**src/design/bpm_pkg.sv**
```systemverilog
// ----------------------------------------------------------------------------
// bpm_pkg
// Shared constants and types for the bracket pair matcher.
// ----------------------------------------------------------------------------
package bpm_pkg;

    localparam int MAX_TOKENS  = 4096;
    localparam int STACK_DEPTH = 256;

    localparam int SYM_W     = 8;
    localparam int OUT_POS_W = 12;
    localparam int STATUS_W  = 3;
    localparam int POS_W     = $clog2(MAX_TOKENS + 1);
    localparam int COUNT_W   = $clog2(STACK_DEPTH + 1);
    localparam int ADDR_W    = (STACK_DEPTH > 2) ? $clog2(STACK_DEPTH) : 1;
    localparam int CFG_IDX_W = 8;

    localparam logic [STATUS_W-1:0] ST_OK              = 3'd0;
    localparam logic [STATUS_W-1:0] ST_UNMATCHED_CLOSE = 3'd1;
    localparam logic [STATUS_W-1:0] ST_UNMATCHED_OPEN  = 3'd2;
    localparam logic [STATUS_W-1:0] ST_OVERFLOW        = 3'd3;
    localparam logic [STATUS_W-1:0] ST_TOO_LONG        = 3'd4;

    localparam logic [CFG_IDX_W-1:0] CFG_OPEN_SYMBOL  = 8'd0;
    localparam logic [CFG_IDX_W-1:0] CFG_CLOSE_SYMBOL = 8'd1;

    localparam logic [SYM_W-1:0] OPEN_SYMBOL_RST  = 8'd91;
    localparam logic [SYM_W-1:0] CLOSE_SYMBOL_RST = 8'd93;

    typedef struct packed {
        logic                 pair_valid;
        logic [OUT_POS_W-1:0] open_pos;
        logic [OUT_POS_W-1:0] close_pos;
        logic                 done_res;
        logic [STATUS_W-1:0]  status;
    } t_result;

endpackage

```
**src/design/bracket_pair_matcher.sv**
```systemverilog
// A result is registered in the output register, or in the skid on a stall.
// Throughput: one token per cycle while o_in_ready is high; the top of stack
// is a register, the entry below is prefetched (registered stack RAM read) each cycle.
// A two-entry output (register plus skid) keeps input ready registered.
// Reset: synchronous, active low; clears counters, error and output valids,
// and loads the default symbols. Stack RAM contents are undefined until written.
// ----------------------------------------------------------------------------
// bracket_pair_matcher
// Position stack that pairs opening and closing brackets of a token stream
// and reports balance status at the end of each program.
// ----------------------------------------------------------------------------
module bracket_pair_matcher (
    input  logic                          i_clk,
    input  logic                          i_rst_n,
    input  logic                          i_in_valid,
    output logic                          o_in_ready,
    input  logic [bpm_pkg::SYM_W-1:0]     i_symbol,
    input  logic                          i_has_symbol,
    input  logic                          i_is_last,
    output logic                          o_out_valid,
    input  logic                          i_out_ready,
    output logic                          o_pair_valid,
    output logic [bpm_pkg::OUT_POS_W-1:0] o_open_pos,
    output logic [bpm_pkg::OUT_POS_W-1:0] o_close_pos,
    output logic                          o_done_res,
    output logic [bpm_pkg::STATUS_W-1:0]  o_status,
    input  logic                          i_cfg_valid,
    output logic                          o_cfg_ready,
    input  logic [bpm_pkg::CFG_IDX_W-1:0] i_cfg_index,
    input  logic [bpm_pkg::SYM_W-1:0]     i_cfg_data
);

    logic [bpm_pkg::SYM_W-1:0]     r_open_sym;
    logic [bpm_pkg::SYM_W-1:0]     r_close_sym;
    logic [bpm_pkg::POS_W-1:0]     r_pos;
    logic [bpm_pkg::POS_W-1:0]     n_pos;
    logic [bpm_pkg::COUNT_W-1:0]   r_count;
    logic [bpm_pkg::COUNT_W-1:0]   n_count;
    logic [bpm_pkg::STATUS_W-1:0]  r_err;
    logic [bpm_pkg::STATUS_W-1:0]  n_err;
    logic [bpm_pkg::OUT_POS_W-1:0] r_top;
    logic [bpm_pkg::OUT_POS_W-1:0] r_fwd;
    logic                          r_use_fwd;
    logic                          r_out_valid;
    logic                          r_skid_valid;
    bpm_pkg::t_result              r_out;
    bpm_pkg::t_result              r_skid;
    bpm_pkg::t_result              res;

    logic                          acc;
    logic                          too_long;
    logic                          tok;
    logic                          err_ok;
    logic                          is_open;
    logic                          is_close;
    logic                          stk_full;
    logic                          stk_empty;
    logic                          push;
    logic                          pop;
    logic                          res_valid;
    logic                          out_free;
    logic [bpm_pkg::STATUS_W-1:0]  fin_status;
    logic [bpm_pkg::OUT_POS_W-1:0] below;
    logic [bpm_pkg::OUT_POS_W-1:0] ram_rdata;
    logic [bpm_pkg::OUT_POS_W-1:0] cur_pos;
    logic [bpm_pkg::POS_W+bpm_pkg::OUT_POS_W-1:0] pos_ext;
    logic [bpm_pkg::COUNT_W-1:0]   waddr_full;
    logic [bpm_pkg::COUNT_W-1:0]   raddr_full;

    assign o_cfg_ready = 1'b1;
    assign o_in_ready  = !r_skid_valid;
    assign acc         = i_in_valid && o_in_ready;

    assign pos_ext   = {{bpm_pkg::OUT_POS_W{1'b0}}, r_pos};
    assign cur_pos   = pos_ext[bpm_pkg::OUT_POS_W-1:0];
    assign too_long  = i_has_symbol && (r_pos >= bpm_pkg::POS_W'(bpm_pkg::MAX_TOKENS));
    assign tok       = i_has_symbol && !too_long;
    assign err_ok    = (r_err == bpm_pkg::ST_OK);
    assign is_open   = (i_symbol == r_open_sym);
    assign is_close  = !is_open && (i_symbol == r_close_sym);
    assign stk_full  = (r_count == bpm_pkg::COUNT_W'(bpm_pkg::STACK_DEPTH));
    assign stk_empty = (r_count == '0);
    assign push      = acc && tok && err_ok && is_open && !stk_full;
    assign pop       = acc && tok && err_ok && is_close && !stk_empty;
    assign below     = r_use_fwd ? r_fwd : ram_rdata;

    always_comb begin
        n_err = r_err;
        if (tok && err_ok && is_open && stk_full) begin
            n_err = bpm_pkg::ST_OVERFLOW;
        end else if (tok && err_ok && is_close && stk_empty) begin
            n_err = bpm_pkg::ST_UNMATCHED_CLOSE;
        end else if (too_long && err_ok) begin
            n_err = bpm_pkg::ST_TOO_LONG;
        end
    end

    always_comb begin
        n_count = r_count;
        if (push) begin
            n_count = r_count + 1'b1;
        end else if (pop) begin
            n_count = r_count - 1'b1;
        end
        if (acc && i_is_last) begin
            n_count = '0;
        end
    end

    always_comb begin
        n_pos = r_pos;
        if (acc && i_is_last) begin
            n_pos = '0;
        end else if (acc && tok) begin
            n_pos = r_pos + 1'b1;
        end
    end

    always_comb begin
        fin_status = n_err;
        if (n_err == bpm_pkg::ST_OK &&
            (push || (pop ? (r_count > bpm_pkg::COUNT_W'(1)) : (r_count != '0)))) begin
            fin_status = bpm_pkg::ST_UNMATCHED_OPEN;
        end
        res            = '0;
        res.pair_valid = pop && (!i_is_last || fin_status == bpm_pkg::ST_OK);
        if (res.pair_valid) begin
            res.open_pos  = r_top;
            res.close_pos = cur_pos;
        end
        res.done_res = i_is_last;
        if (i_is_last) begin
            res.status = fin_status;
        end
    end

    assign res_valid  = acc && (i_is_last || pop);
    assign out_free   = !r_out_valid || i_out_ready;
    assign waddr_full = r_count - 1'b1;
    assign raddr_full = n_count - 2'd2;

    bpm_ram #(
        .WIDTH (bpm_pkg::OUT_POS_W),
        .DEPTH (bpm_pkg::STACK_DEPTH)
    ) u_stack (
        .i_clk   (i_clk),
        .i_we    (push && !stk_empty),
        .i_waddr (waddr_full[bpm_pkg::ADDR_W-1:0]),
        .i_wdata (r_top),
        .i_raddr (raddr_full[bpm_pkg::ADDR_W-1:0]),
        .o_rdata (ram_rdata)
    );

    always_ff @(posedge i_clk) begin
        if (push) begin
            r_top <= cur_pos;
            r_fwd <= r_top;
        end else if (pop) begin
            r_top <= below;
        end
        if (r_skid_valid && out_free) begin
            r_out <= r_skid;
        end else if (res_valid && out_free) begin
            r_out <= res;
        end
        if (res_valid && !out_free) begin
            r_skid <= res;
        end
    end

    always_ff @(posedge i_clk) begin
        if (!i_rst_n) begin
            r_open_sym   <= bpm_pkg::OPEN_SYMBOL_RST;
            r_close_sym  <= bpm_pkg::CLOSE_SYMBOL_RST;
            r_pos        <= '0;
            r_count      <= '0;
            r_err        <= bpm_pkg::ST_OK;
            r_use_fwd    <= 1'b0;
            r_out_valid  <= 1'b0;
            r_skid_valid <= 1'b0;
        end else begin
            if (i_cfg_valid && o_cfg_ready) begin
                if (i_cfg_index == bpm_pkg::CFG_OPEN_SYMBOL) begin
                    r_open_sym <= i_cfg_data;
                end else if (i_cfg_index == bpm_pkg::CFG_CLOSE_SYMBOL) begin
                    r_close_sym <= i_cfg_data;
                end
            end
            r_pos     <= n_pos;
            r_count   <= n_count;
            r_use_fwd <= push;
            if (acc) begin
                r_err <= i_is_last ? bpm_pkg::ST_OK : n_err;
            end
            if (r_skid_valid) begin
                if (out_free) begin
                    r_out_valid  <= 1'b1;
                    r_skid_valid <= 1'b0;
                end
            end else if (res_valid) begin
                if (out_free) begin
                    r_out_valid <= 1'b1;
                end else begin
                    r_skid_valid <= 1'b1;
                end
            end else if (out_free) begin
                r_out_valid <= 1'b0;
            end
        end
    end

    assign o_out_valid  = r_out_valid;
    assign o_pair_valid = r_out.pair_valid;
    assign o_open_pos   = r_out.open_pos;
    assign o_close_pos  = r_out.close_pos;
    assign o_done_res   = r_out.done_res;
    assign o_status     = r_out.status;

`ifndef SYNTH
    a_skid_needs_out: assert property (@(posedge i_clk) disable iff (!i_rst_n)
        r_skid_valid |-> r_out_valid)
        else $error("skid entry held while output register empty");

    a_count_bound: assert property (@(posedge i_clk) disable iff (!i_rst_n)
        r_count <= bpm_pkg::COUNT_W'(bpm_pkg::STACK_DEPTH))
        else $error("stack count beyond depth");

    a_last_clears: assert property (@(posedge i_clk) disable iff (!i_rst_n)
        acc && i_is_last |=> r_count == '0 && r_pos == '0 && r_err == bpm_pkg::ST_OK)
        else $error("program state not cleared after last token");

    a_pair_ok: assert property (@(posedge i_clk) disable iff (!i_rst_n)
        o_out_valid && o_pair_valid |-> o_status == bpm_pkg::ST_OK)
        else $error("pair reported with failing status");

    a_err_sticky: assert property (@(posedge i_clk) disable iff (!i_rst_n)
        r_err != bpm_pkg::ST_OK && !(acc && i_is_last) |=> r_err == $past(r_err))
        else $error("error code changed before program end");
`endif

endmodule

```
**src/design/bpm_ram.sv**
```systemverilog
// ----------------------------------------------------------------------------
// bpm_ram
// Generic single-write, single-read RAM with registered read data.
// ----------------------------------------------------------------------------
module bpm_ram #(
    parameter int WIDTH = 8,
    parameter int DEPTH = 16,
    localparam int AW = (DEPTH > 2) ? $clog2(DEPTH) : 1
) (
    input  logic             i_clk,
    input  logic             i_we,
    input  logic [AW-1:0]    i_waddr,
    input  logic [WIDTH-1:0] i_wdata,
    input  logic [AW-1:0]    i_raddr,
    output logic [WIDTH-1:0] o_rdata
);

    logic [WIDTH-1:0] r_mem [DEPTH];
    logic [WIDTH-1:0] r_rdata;

    always_ff @(posedge i_clk) begin
        if (i_we) begin
            r_mem[i_waddr] <= i_wdata;
        end
        r_rdata <= r_mem[i_raddr];
    end

    assign o_rdata = r_rdata;

endmodule

```
**config.mk**
```make
export PLATFORM = sky130hd
export DESIGN_NAME = bracket_pair_matcher
export DESIGN_NICKNAME = d
export VERILOG_FILES = /design/src/design/bpm_pkg.sv /design/src/design/bracket_pair_matcher.sv /design/src/design/bpm_ram.sv
export SDC_FILE = /design/constraint.sdc
export NUM_CORES = 2
export LEC_CHECK = 0
export BUFFER_PORTS_ARGS = -buffer_cell sky130_fd_sc_hd__buf_4
export CAP_MARGIN = 10
export CORE_MARGIN = 2
export CORE_UTILIZATION = 55
export DETAILED_ROUTE_END_ITERATION = 6
export PLACE_DENSITY = 0.73
export SYNTH_ARGS = -nofsm -noshare
export SYNTH_HDL_FRONTEND = slang
export SYNTH_SLANG_ARGS = --single-unit
```
**constraint.sdc**
```tcl
create_clock -name i_clk -period 5.8 [get_ports i_clk]
set_clock_uncertainty 0.05 [all_clocks]
set_input_delay 0.58 -clock i_clk [delete_from_list [all_inputs] [get_ports i_clk]]
set_output_delay 0.58 -clock i_clk [all_outputs]
set_load 0.01 [all_outputs]
```
# After elaboration in Yosys (flattened, before gate mapping)
# Memory sizes are Yosys's and may differ from the RTL's. A register that Yosys moved wholly into a read port is not among the register bits.
# Cells that the tools add are included.
# op_classes
n_mux	25
n_eq_ne	4
addsub	4
order_cmp	2
n_bitwise	2
n_reduce_logical	48
# ops
operator	n
$mux 29	2
$mux 12	3
$mux 9	3
$logic_and 1x1->1	24
$mux 24	1
$mux 3	6
$eq 8x8->1	2
$add 13x1->13 const B	1
$ge 13x13->1 const B	1
$mux 1	10
$add 9x1->9 const B	1
$eq 9x9->1 const B	1
$gt 9x1->1 const B	1
$logic_not 3->1	3
$logic_not 9->1	1
$reduce_bool 9->1	1
$sub 9x1->9 const B	1
$eq 8x1->1 const B	1
$logic_not 1->1	8
$logic_not 8->1	1
$sub 8x2->8 const B	1
$logic_or 1x1->1	4
$reduce_bool 2->1	2
$reduce_and 3->1	1
other kinds (4)	5
# totals
output_inout_bits	32
ramBits	3072
n_memories	1
regBits	126
word_cells	106
# memory_table
name	words	width	rd	rd_ports_with_merged_regs	wr	line_no	rtl
u_stack.r_mem	256	12	1	1	1	bpm_ram.sv:18	logic [WIDTH-1:0] r_mem [DEPTH];

# Depth between registers and ports, before layout
# depth
ltp_word	18
depth_mapped	28

# Modules after synthesis
# A second synthesis with hierarchy kept.
# hier_totals
cells_unflattened	6010
hier_area_um2	124419.3
# by_module_without_submodules
module	cells_per_inst	area_each_um2	instances
bpm_ram	5506	118632.5	1
bracket_pair_matcher	504	5786.8	1

# Least setup slack after synthesis
# Ideal clock, no wire load.
# synth_timing
path_type	in2reg
start	input i_symbol[5] (netlist bit)
end	register u_stack.r_rdata[10], in the netlist u_stack.o_rdata[10] (read register of u_stack.r_mem)
required_time_ns	5.690
path_buffers	6
path_slack_ns	0.054
arrival_ns	5.635
stages	22
path_cell_list	xor2_1 nor4_1 and4_1 buf_4 mux2i_1 nand2_2 inv_2 buf_2 buf_1 clkbuf_1 clkbuf_1 ha_1 clkbuf_1 nor2_1 a41oi_1 o211ai_2 nor2_1 a32oi_1 o2111a_1 or4_1 a2111oi_0 and3_1
# synth_via
elab_chain_cells	9
# synth_lines
item	line_no	rtl
start: declaration	bracket_pair_matcher.sv:17	input logic [bpm_pkg::SYM_W-1:0] i_symbol,
$eq 8x8->1	bracket_pair_matcher.sv:79	assign is_open = (i_symbol == r_open_sym);
$logic_not 1->1	bracket_pair_matcher.sv:80	assign is_close = !is_open && (i_symbol == r_close_sym);
$logic_and 1x1->1	bracket_pair_matcher.sv:80	
$logic_and 1x1->1 (2 in series)	bracket_pair_matcher.sv:84	assign pop = acc && tok && err_ok && is_close && !stk_empty;
$mux 9	bracket_pair_matcher.sv:102	end else if (pop) begin
$mux 9 (*)	bracket_pair_matcher.sv:100	if (push) begin
$mux 9 (*)	bracket_pair_matcher.sv:105	if (acc && i_is_last) begin
$sub 8x2->8 (*)	bracket_pair_matcher.sv:140	assign raddr_full = n_count - 2'd2;
end: declaration	bpm_ram.sv:19	logic [WIDTH-1:0] r_rdata;
# Mark *: on every way between the ends. The rest lies on a longest branch, timed or not.
# A chain may end at the register's enable or synchronous reset.

# Worst setup path after layout
# layout_timing
start	register r_open_sym[7] (netlist bit)
end	register u_stack.r_rdata[4], in the netlist u_stack.o_rdata[4] (read register of u_stack.r_mem)
# layout_via
elab_chain_cells	9
# layout_lines
item	line_no	rtl
start: declaration	bracket_pair_matcher.sv:33	logic [bpm_pkg::SYM_W-1:0] r_open_sym;
start signal: assignment	bracket_pair_matcher.sv:173	r_open_sym <= bpm_pkg::OPEN_SYMBOL_RST;
start signal: assignment	bracket_pair_matcher.sv:184	r_open_sym <= i_cfg_data;
$eq 8x8->1 (*)	bracket_pair_matcher.sv:79	
$logic_not 1->1	bracket_pair_matcher.sv:80	
$logic_and 1x1->1	bracket_pair_matcher.sv:80	
$logic_and 1x1->1 (2 in series)	bracket_pair_matcher.sv:84	
$mux 9	bracket_pair_matcher.sv:102	
$mux 9 (*)	bracket_pair_matcher.sv:100	
$mux 9 (*)	bracket_pair_matcher.sv:105	
$sub 8x2->8 (*)	bracket_pair_matcher.sv:140	
# Marked as above.

==> qor.yml <==
status: "finished, final reports clean"
synth-seq-cells: 3210
switching_share: 0.189
endpoint: "u_stack.o_rdata[4]"
r2r-end: "u_stack.o_rdata[4]"
r2r_setup_slack_ns: 0.11
clk_latency_ns: 0.98
pwr-share-clk: 0.457
synth_cell_type_count: 85
clock_path_buffers: 4
grt_pass1_vias: 81257
worst-endpoint-arrival_ns: 6.48
rsz0062_at_grt: "no"
num_rows: 177
syn_nets: 9339
yosys_warnings: 0
grt_antenna_before_repair: 19
syn_to_final_growth_pct: 14.7
synth_area_mm2: 0.129
cts_made_buffers: 334
slew_viol_final: 0
yosys.area.top_type: "edfxtp_1"
start_util: 0.554
clock-root-buffer: "clkbuf_16"
clk_pin_slew_worst_paths_ns: 0.06
synth.area.top_cells: "edfxtp_1, nand2_1, nand3_1, mux2i_1, nor2_1"
drt_iter0_drc: 12981
cts_sinks: 3210
reg2reg_from: "r_open_sym[7]"
finalHoldViolations: 0
timing.setup.tns_ns: 0
powerDensity_mw_per_mm2: 314
via_per_inst: 6.43
synth_seq_area_share: 0.745
drtPass1Iterations: 6
period_minus_slack_ns: 5.69
drc: 0
die_y_um: 488
totalPowerFinal_mw: 46.3
switchingPower_mw: 8.75
synth_flop_cell: "edfxtp_1"
worst-setup-path-type: "reg -> reg"
yosysTopAreaCellShare: 0.736
slew_headroom: 0.0941
netlist_instances: 9300
grt_pass1_wl_um: 527000
cp_max_fo: 30
place.detailed.hpwl_um: 215000
setup_ws_ns: 0.110
worstMarginPinSlew_ns: 1.36
seqPwrFrac: 0.541
routed_wirelength_um: 360000
htreeDepth: 5
avgSynthCellArea_um2: 13.8
ios: 63
num_vias: 84085
ir_drop_uv: 240
synth_edf_count: 3154
cts_tree: "built"
nFillCells: 16140
gp_congestion: 0.931
instances_no_fill: 13077
crit_start: "r_open_sym[7]"
worst_setup_path_start_kind: "flop"
p_int_mw: 37.6
hp-class: "in -> reg"
wire_per_inst_um: 27.6
core_mm2: 0.233
fmax_mhz: 176
dp_slack_ns: -0.433
grt.total_usage: 0.298
overflow: 0
worstPathRequired_ns: 6.59
die_x_um: 488
crit_path_end_kind: "flop"
async_flop_share: 0
grt_max_degree: 202
r2r_cells: 20
drv_cap: 0
dpl.cell_count: 12461
drive_gt1_frac: 0.130
period_share: 0.981
setup_viol: 0
die-area_mm2: 0.238
power_leakage_nw: 52.2
final_nets: 9815
antenna_left: 0
comb_power_share: 0.002
port_buffers: 61
## state kept, by name, summed over array words and instances, names as in the netlist
name / cells
o_done_res: 1
o_open_pos: 12
r_err: 3
u_stack.o_rdata: 12
r_skid_valid: 1
o_pair_valid: 1
r_count: 9
r_close_sym: 8
r_top: 12
r_use_fwd: 1
r_fwd: 12
r_skid: 29
o_out_valid: 1
r_open_sym: 8
u_stack.r_mem: 3072
o_status: 3
o_close_pos: 12
r_pos: 13
## power groups by stage
stage	logic, mW	registers, mW	clock network [mW]
final	0.0953	25.1	21.2
after global routing	0.102	25.1	22.2
after CTS	0.0938	25.1	21.3
after detailed placement	0.0851	25.6	0
after global placement	0.0835	25.6	0
after floorplan	0.0322	25.6	0
## worst min path at each step
stage	end	cells past startpoint	start	slack [ns]
finish	r_open_sym[1]	4	i_cfg_index[0]	0.11
global placement	r_close_sym[3]	2	r_close_sym[3]	0.44
CTS	r_open_sym[1]	4	i_cfg_index[0]	0.06
global route	r_open_sym[1]	4	i_cfg_index[0]	0.12
detailed placement	r_close_sym[4]	2	r_close_sym[4]	0.44
floorplan	r_open_sym[0]	2	r_open_sym[0]	0.41
## cell usage after synthesis, types with 70 or more instances
library cell / count
edfxtp_1: 3154
nand2_1: 2190
nand3_1: 925
mux2i_1: 425
nor2_1: 362
clkbuf_1: 273
buf_2: 253
a31oi_1: 204
and3_1: 147
a211oi_1: 132
a21oi_1: 107
nand4_1: 101
nor3_1: 82
o21ai_0: 74
buf_1: 71
a32oi_1: 70
## worst max-delay path, stage by stage (launching register included)
cell,delay (ns)
dfxtp_1,0.32
xor2_1,0.19
nor4_4,0.41
buf_4,0.24
nand2_2,0.08
or4_1,0.51
and4_1,0.30
ha_4,0.25
o41ai_1,0.43
a41oi_2,0.18
o211ai_4,0.21
buf_4,0.26
nor2_4,0.07
buf_12,0.20
buf_4,0.20
a32o_1,0.26
a2111oi_1,0.67
buf_4,0.25
nor4_2,0.06
buf_4,0.23
and4b_1,0.18
## layout make-up
cell class	count	area [um2]	area share
repair buffers	772	6960	0.0471
diodes	5	12.5	0.0000848
well taps	3043	3810	0.0258
flip-flops and latches	3210	95800	0.649
inverters	12	53.8	0.000364
clock inverters	172	1740	0.0118
multi-input cells	5446	30200	0.205
clock buffers	417	8960	0.0607
## per-stage QoR
stage | instance area [um2] | util | hold WS, ns
finish | 148000 | 0.635 | 0.112
floorplan | 129000 | - | 0.412
global placement | 137000 | 0.587 | 0.435
global route | 148000 | 0.635 | 0.120
CTS | 147000 | 0.634 | 0.0611
detailed placement | 137000 | 0.587 | 0.439
## logic make-up after synthesis
| family | share of synthesized area |
|---|---|
| AOI/OAI and AO/OA | 0.0548 |
| xor gates and xnor gates | 0.00286 |
| adders and majority gates | 0.000778 |
| buffers and inverters | 0.0224 |
| DFF | 0.745 |
| muxes | 0.0392 |
| other | 0.0000291 |
| and+or+nand+nor | 0.135 |
## layout by cell type (no fill, tap or decap), types with 82 or more instances in the layout
master,instances
a211oi_1,132
a21oi_1,104
a31oi_1,204
and3_1,147
buf_12,87
buf_4,662
clkbuf_16,344
edfxtp_1,3154
mux2i_1,425
nand2_1,2188
nand3_1,924
nand4_1,101
nor2_1,355
nor3_1,82
## routing by layer
layer	share of wire	GRT usage
met4	0.052	0.144
met1	0.37	0.408
met2	0.46	0.460
met3	0.12	0.0604
met5	0.00015	0
## repair_timing
| item | CTS | global route |
|---|---|---|
| pin swaps | 1 | 0 |
| buffers inserted | 0 | 0 |
| endpoints found under the setup margin | 4 | 6 |
| endpoints found under the hold margin | 28 | 0 |
| gates cloned | 1 | 0 |
| gates resized for setup | 7 | 6 |
| hold buffers | 16 | 0 |
Note: power is estimated with default switching activity, not from simulation.
